--- src/design/crfb_pkg.sv ---
// ----------------------------------------------------------------------------
// crfb_pkg: shared types and constants for the cube root fraction block
// Widths of the digit-by-digit root chain and the payload record that
// travels from one root cell to the next.
// ----------------------------------------------------------------------------
package crfb_pkg;

  // field widths
  localparam int INPUT_BITS    = 16;
  localparam int FRACTION_BITS = 32;

  // three radicand bits per root bit; integer groups then fraction groups
  localparam int IN_GROUPS = (INPUT_BITS + 2) / 3;
  localparam int STEPS     = IN_GROUPS + FRACTION_BITS;

  // radicand shifter, root, square of root, remainder and compare widths
  localparam int RAD_W  = 3 * IN_GROUPS;
  localparam int ROOT_W = STEPS;
  localparam int SQ_W   = 2 * ROOT_W;
  localparam int REM_W  = 2 * ROOT_W + 2;
  localparam int CMP_W  = REM_W + 3;

  // stream bus widths, whole bytes
  localparam int IN_TDATA_W  = ((INPUT_BITS + 7) / 8) * 8;
  localparam int OUT_TDATA_W = ((FRACTION_BITS + 7) / 8) * 8;

  // partial result handed along the cell chain
  typedef struct packed {
    logic [RAD_W-1:0]  rad;   // radicand groups not yet consumed, top first
    logic [REM_W-1:0]  rem;   // running remainder
    logic [ROOT_W-1:0] root;  // root bits found so far
    logic [SQ_W-1:0]   sq;    // square of root, kept to avoid a multiplier
  } data_t;

endpackage

--- src/design/crfb_cell.sv ---
// ----------------------------------------------------------------------------
// crfb_cell: one root bit of the integer cube root
// Brings in the next three radicand bits, tries root bit one against the
// remainder and registers the updated remainder, root and root squared.
// ----------------------------------------------------------------------------
module crfb_cell (
  input  logic            clk,
  input  logic            rst_n,
  input  logic            en,       // whole chain moves one place
  input  logic            valid_i,
  input  crfb_pkg::data_t data_i,
  output logic            valid_o,
  output crfb_pkg::data_t data_o
);

  logic [2:0]                     grp;
  logic [crfb_pkg::CMP_W-1:0]     rem_sh;
  logic [crfb_pkg::CMP_W-1:0]     trial;
  logic [crfb_pkg::CMP_W-1:0]     diff;
  logic                           take;
  logic [crfb_pkg::SQ_W-1:0]      sq_shl;
  logic [crfb_pkg::SQ_W-1:0]      sq_grow;
  logic                           valid_r;
  crfb_pkg::data_t                data_r;
  crfb_pkg::data_t                data_nxt;

  // next radicand group and shifted remainder
  assign grp    = data_i.rad[crfb_pkg::RAD_W-1 -: 3];
  assign rem_sh = {data_i.rem, grp};

  // trial term 3*(2y)*(2y+1)+1 = 12*y^2 + 6*y + 1
  assign trial = (crfb_pkg::CMP_W'(data_i.sq) << 3) + (crfb_pkg::CMP_W'(data_i.sq) << 2)
               + (crfb_pkg::CMP_W'(data_i.root) << 2) + (crfb_pkg::CMP_W'(data_i.root) << 1)
               + crfb_pkg::CMP_W'(1);
  assign take  = (rem_sh >= trial);
  assign diff  = rem_sh - trial;

  // (2y+1)^2 = 4*y^2 + 4*y + 1, or 4*y^2 when the bit stays zero
  assign sq_shl  = data_i.sq << 2;
  assign sq_grow = sq_shl + (crfb_pkg::SQ_W'(data_i.root) << 2) + crfb_pkg::SQ_W'(1);

  always_comb begin
    data_nxt.rad  = data_i.rad << 3;
    data_nxt.rem  = take ? diff[crfb_pkg::REM_W-1:0] : rem_sh[crfb_pkg::REM_W-1:0];
    data_nxt.root = {data_i.root[crfb_pkg::ROOT_W-2:0], take};
    data_nxt.sq   = take ? sq_grow : sq_shl;
  end

  // occupancy flag
  always_ff @(posedge clk) begin
    if (!rst_n) begin
      valid_r <= 1'b0;
    end else if (en) begin
      valid_r <= valid_i;
    end
  end

  // payload, no reset
  always_ff @(posedge clk) begin
    if (en) begin
      data_r <= data_nxt;
    end
  end

  assign valid_o = valid_r;
  assign data_o  = data_r;

endmodule

--- config.mk ---
export PLATFORM = sky130hd
export DESIGN_NAME = crfb_cell
export DESIGN_NICKNAME = d
export VERILOG_FILES = /design/src/design/crfb_pkg.sv /design/src/design/crfb_cell.sv
export SDC_FILE = /design/constraint.sdc
export NUM_CORES = 1
export LEC_CHECK = 0
export BUFFER_PORTS_ARGS = -buffer_cell sky130_fd_sc_hd__buf_2
export CAP_MARGIN = 20
export CORE_MARGIN = 2
export CORE_UTILIZATION = 26
export DETAILED_ROUTE_END_ITERATION = 7
export GPL_TIMING_DRIVEN = 0
export PLACE_DENSITY_LB_ADDON = 0.25
export SETUP_SLACK_MARGIN = 0.3
export SYNTH_ARGS = -nofsm -noshare
export SYNTH_HDL_FRONTEND = slang
export SYNTH_SLANG_ARGS = --single-unit
export TNS_END_PERCENT = 5
--- constraint.sdc ---
create_clock -name clk -period 13.2 [get_ports clk]
set_clock_uncertainty 0.2 [all_clocks]
set_input_delay 0.66 -clock clk [delete_from_list [all_inputs] [get_ports clk]]
set_output_delay 0.66 -clock clk [all_outputs]
set_load 0.02 [all_outputs]
* Word level (Yosys, flattened, before mapping)
Cells that the tools add are included.
** Operators by class
- Add/sub/neg operators :: 7
- $lt $le $gt $ge :: 1
- Multiplexer cells :: 2
** Operators by type and width (count)
- 80-bit by 40-bit adder with 81-bit output :: 1
- 81-bit by 1-bit adder with 81-bit output, second input constant :: 1
- 81-bit by 39-bit adder with 81-bit output :: 1
- 81-bit >= comparator :: 1
- 79-bit by 78-bit adder with 80-bit output :: 1
- 78-bit 2-to-1 mux :: 1
- 78-bit subtractor :: 1
- 76-bit by 1-bit adder with 76-bit output, second input constant :: 1
- 76-bit by 40-bit adder with 76-bit output :: 1
- 76-bit 2-to-1 mux :: 1
** Word-level totals
- Register bits :: 208
- Bits of input ports :: 214

* Logic depth before layout (Yosys ltp)
- Word-level depth :: 6
- Depth in mapped cells :: 32
- Gate-level depth less buffers :: 28

* Least setup slack after synthesis
OpenSTA, ideal clock, no wires.
- Kind :: input port to flip-flop
- Start :: in data_i[1] (netlist name)
- End :: reg data_r, in the netlist data_o[13], data pin
- Setup time :: 267 ps
- Data arrival time :: 6948 ps
- Slack :: 5785 ps
- Cell stages on the path :: 30
- Buffers on the path :: 4
- Cell sequence :: inv_1 -> fa_1 -> inv_1 -> fa_1 -> ha_1 -> fa_1 -> a21o_1 -> a221o_1 -> a211oi_1 -> o22ai_1 -> a21o_1 -> a21oi_1 -> o21ai_0 -> a21o_1 -> a21oi_1 -> xor2_1 -> ha_1 -> clkbuf_1 -> a21o_1 -> a21oi_1 -> o21bai_1 -> a21o_1 -> a21oi_1 -> o21ai_0 -> and3_1 -> clkbuf_1 -> nor3_2 -> buf_2 -> buf_1 -> a21oi_1
** RTL lines
- start: declaration :: RTL line crfb_cell.sv:11 : input crfb_pkg::data_t data_i,
- end signal: assignment :: RTL line crfb_cell.sv:61 : data_r <= data_nxt;
- end: declaration :: RTL line crfb_cell.sv:24 : crfb_pkg::data_t data_r;

==> results.ini <==
[clock_tree]
cts_root_buf = clkbuf_16
clkLatencyLatePin_ns = 0.58
postCtsSetupBuffers = 0
cts_buffers = 28
htreeDepth = 1
cts_sinks = 207
path_clk_slew_ns = 0.06
ctsHoldBuffers = 0
clockBufferDepth = 3
ctsResizeCount = 0
cts_tree = done

[critical_path]
cp_slowest_cell = nor4_1
worst_ep_arrival_time_ns = 10.81
cpPeakStageDelay_ns = 0.79
r2r_end = valid_o
critPathKind = input port to flip-flop
startpoint = data_i[1]
cp.required_ns = 13.26
rrSetupSlack_ns = 12.42
r2r-start = valid_o
path_max_fanout = 11
ff2ff_path_depth = 2
end_kind = flip-flop
start_kind = input port

[finish]
syn_to_final_growth_pct = 20.11
nets = 3671
multiInputGateArea_um2 = 15470
layout.cells.non_filler = 4303
regArea_um2 = 6206
fill_cells = 9495
drive_gt1_frac = 0.1707

[routing]
vias = 21627
drc_errors = 2
dr.pass1.iters = 8
wl_um = 90560
ant_nets = 0
viasPerCell = 5.026
drtIter0Drc = 1374
drt-wirelength-per-cell_um = 21.05

[pwr]
vdd_drop_max_mv = 0.1022
p_leak_nw = 12.17
p_per_area_nw_per_um2 = 186.5

[floorplanning]
die-area_um2 = 90770
core-area_um2 = 87970
dieWidth_um = 301.3
start_util = 0.2612
ios = 425
die_height_um = 301.3
fp-row-count = 109

[timing]
setup_viol = 0
period_needed_ns = 10.75
hold_ws_ns = 0.05290
rsz0062_at_grt = false
clock.fmax_mhz = 93.00
tightest_slew_ns = 1.141
slew_headroom = 0.2391
final-max-slew-violation-count = 0
hold_viol = 0
tns_ns = 0
finalCritPeriodShare = 0.8146

[hold_path]
hold_start = data_i[198]
holdPathEnd = data_o[201]
hold_depth = 1
hp-class = input port to flip-flop

[placement]
dp_hpwl_um = 75590
finalWeightedCongestion = 0.9169
dp.cells = 4243
port_buffers = 420

[global_routing]
track_usage = 0.1951
grt_pass1_wl_um = 133700
gr-usage-met2 = 0.3203
grt_most_used_layer = met2
gr-total-overflow = 0
grt_max_degree = 98
grt_util_met1 = 0.2608
antenna_found_initial = 28
grt_pass1_vias = 21227
gr-usage-met3 = 0.03408

[job]
cap_viol_max_count = 0

[logic_synthesis]
ys.flop_type = edfxtp_1
yosysSeqAreaShare = 0.2701
ys_warn_count = 0
netlist_instances = 2652
syn_area_um2 = 22980
synth-edff-count = 206
synth.distinct_cells = 80
synthArstFlopShare = 0
synth-seq-cells = 207
avgSynthCellArea_um2 = 8.665

[outcome]
status = finished, violations left
violations = design-rule violations

synth_stat cells, types with 5 or more instances:
master     number  area (um^2)
o21ai_1         6        30.03
ha_1          272         3403
nor2_1        197        739.5
buf_4          11        82.58
nor3_1         31        155.2
and4_1         10        87.58
a31o_2          7        61.31
nor3b_1         5        37.54
a211oi_1       22        165.2
xor2_1         77        674.4
a41oi_1         7        61.31
o21a_1         33        247.7
nand2b_1       18        112.6
and3_1         33        206.5
buf_2          16        80.08
clkbuf_2        5        25.02
nand4_1        83        519.3
or3_1          15        93.84
or2_2           7        43.79
a2111oi_0       7        61.31
nand2_1       222        833.3
o311ai_0        5        43.79
buf_1           5        18.77
nor2b_1        17        106.4
fa_1           77         1541
inv_1         211        792.0
xnor2_1       115         1007
nor4_1         15        93.84
a21o_1         99        743.2
nand3_1        45        225.2
a221oi_1       10        87.58
o211a_1         6        60.06
clkbuf_1       81        304.0
o211ai_1       13        97.59
and2_1         12        75.07
o21ai_0       163        815.8
o22ai_1         5        31.28
o21bai_1       52        390.4
a21boi_0        9        67.56
o31ai_1        24        180.2
nor3_2          5        50.05
edfxtp_1      206         6186
a31oi_1        26        162.7
a21oi_1       299         1496
how the worst max path moves through the flow:
stage	endpoint	cells after the start	slack, ns
after floorplan	data_o[13]	30	5.79
after global placement	data_o[171]	29	1.61
after detailed placement	data_o[171]	30	1.76
after CTS	data_o[171]	30	2.35
after global routing	data_o[171]	30	1.87
final	data_o[171]	30	2.45
critical path: cells and delay by family:
family,cells,cell delay [ns]
AO/OA/AOI/OAI,12,4.21
adder cells (fa/ha/maj),5,2.13
AND/OR/NAND/NOR,5,2.08
buffers and inverters,7,1.50
XOR/XNOR,1,0.18
cells in the final DEF (no fill, tap or decap), drive strengths merged, types with 19 or more instances in the layout:
cell type  synthesis  layout
buf               33     456
a211oi            22      22
inv              212     214
o31ai             24      24
a21o              99      99
nand4             83      83
nand2            222     222
fa                77      77
nor3              36      36
nand3             45      45
ha               272     272
a21oi            299     299
o21bai            52      52
o21a              33      33
a31oi             26      26
nor4              19      19
o21ai            169     169
clkbuf            86     118
xnor2            115     115
xor2              77      77
and3              33      33
nor2             197     197
edfxtp           206     206
cell type report:
| class | count | area share |
|---|---|---|
| clock inverters | 19 | 0.007752 |
| well taps | 1165 | 0.05281 |
| clock buffers | 32 | 0.02670 |
| plain buffers | 119 | 0.01890 |
| flip-flops and latches | 207 | 0.2249 |
| diodes | 9 | 0.0008160 |
| multi-input cells | 2117 | 0.5604 |
| inverters | 212 | 0.02883 |
| repair buffers | 423 | 0.07892 |
kinds of logic after synthesis:
family,Yosys count,synth area share
AND/OR/NAND/NOR,732,0.1538
flip-flops,207,0.2701
XOR/XNOR,192,0.07318
buffers and inverters,331,0.05734
other,1,0.0001632
AO/OA/AOI/OAI,835,0.2280
adder cells (fa/ha/maj),349,0.2152
multiplexers,5,0.002233
through the flow:
step	setup slack, ns	total power [W]	cell area [um^2]	util
floorplan	5.785	0.003269	22990	-
global placement	1.611	0.004334	26550	0.3018
detailed placement	1.764	0.004321	26630	0.3027
CTS	2.355	0.005175	27580	0.3135
global route	1.875	0.005572	27590	0.3136
finish	2.447	0.005149	27600	0.3138
state kept, by name (all words and copies together), names as in the netlist:
name	count
data_o	206
valid_o	1
power breakdown:
part | internal, W | total, W | switching (W) | leakage [nW]
Combinational | 0.00116 | 0.00335 | 0.00219 | 9.69
Sequential | 0.000941 | 0.000993 | 0.0000517 | 2.03
Clock | 0.000478 | 0.000809 | 0.000331 | 0.455
Total | 0.00258 | 0.00515 | 0.00257 | 12.2
layer usage:
metal / share of wire / vias up / routed length [um]
met1: 0.45 / 10301 / 40570
met2: 0.46 / 573 / 41380
met4: 0.028 / 22 / 2572
met3: 0.065 / 124 / 5909
met5: 0.0015 / - / 133
li1: - / 10607 / -
Power figures use the tool's default switching activity.
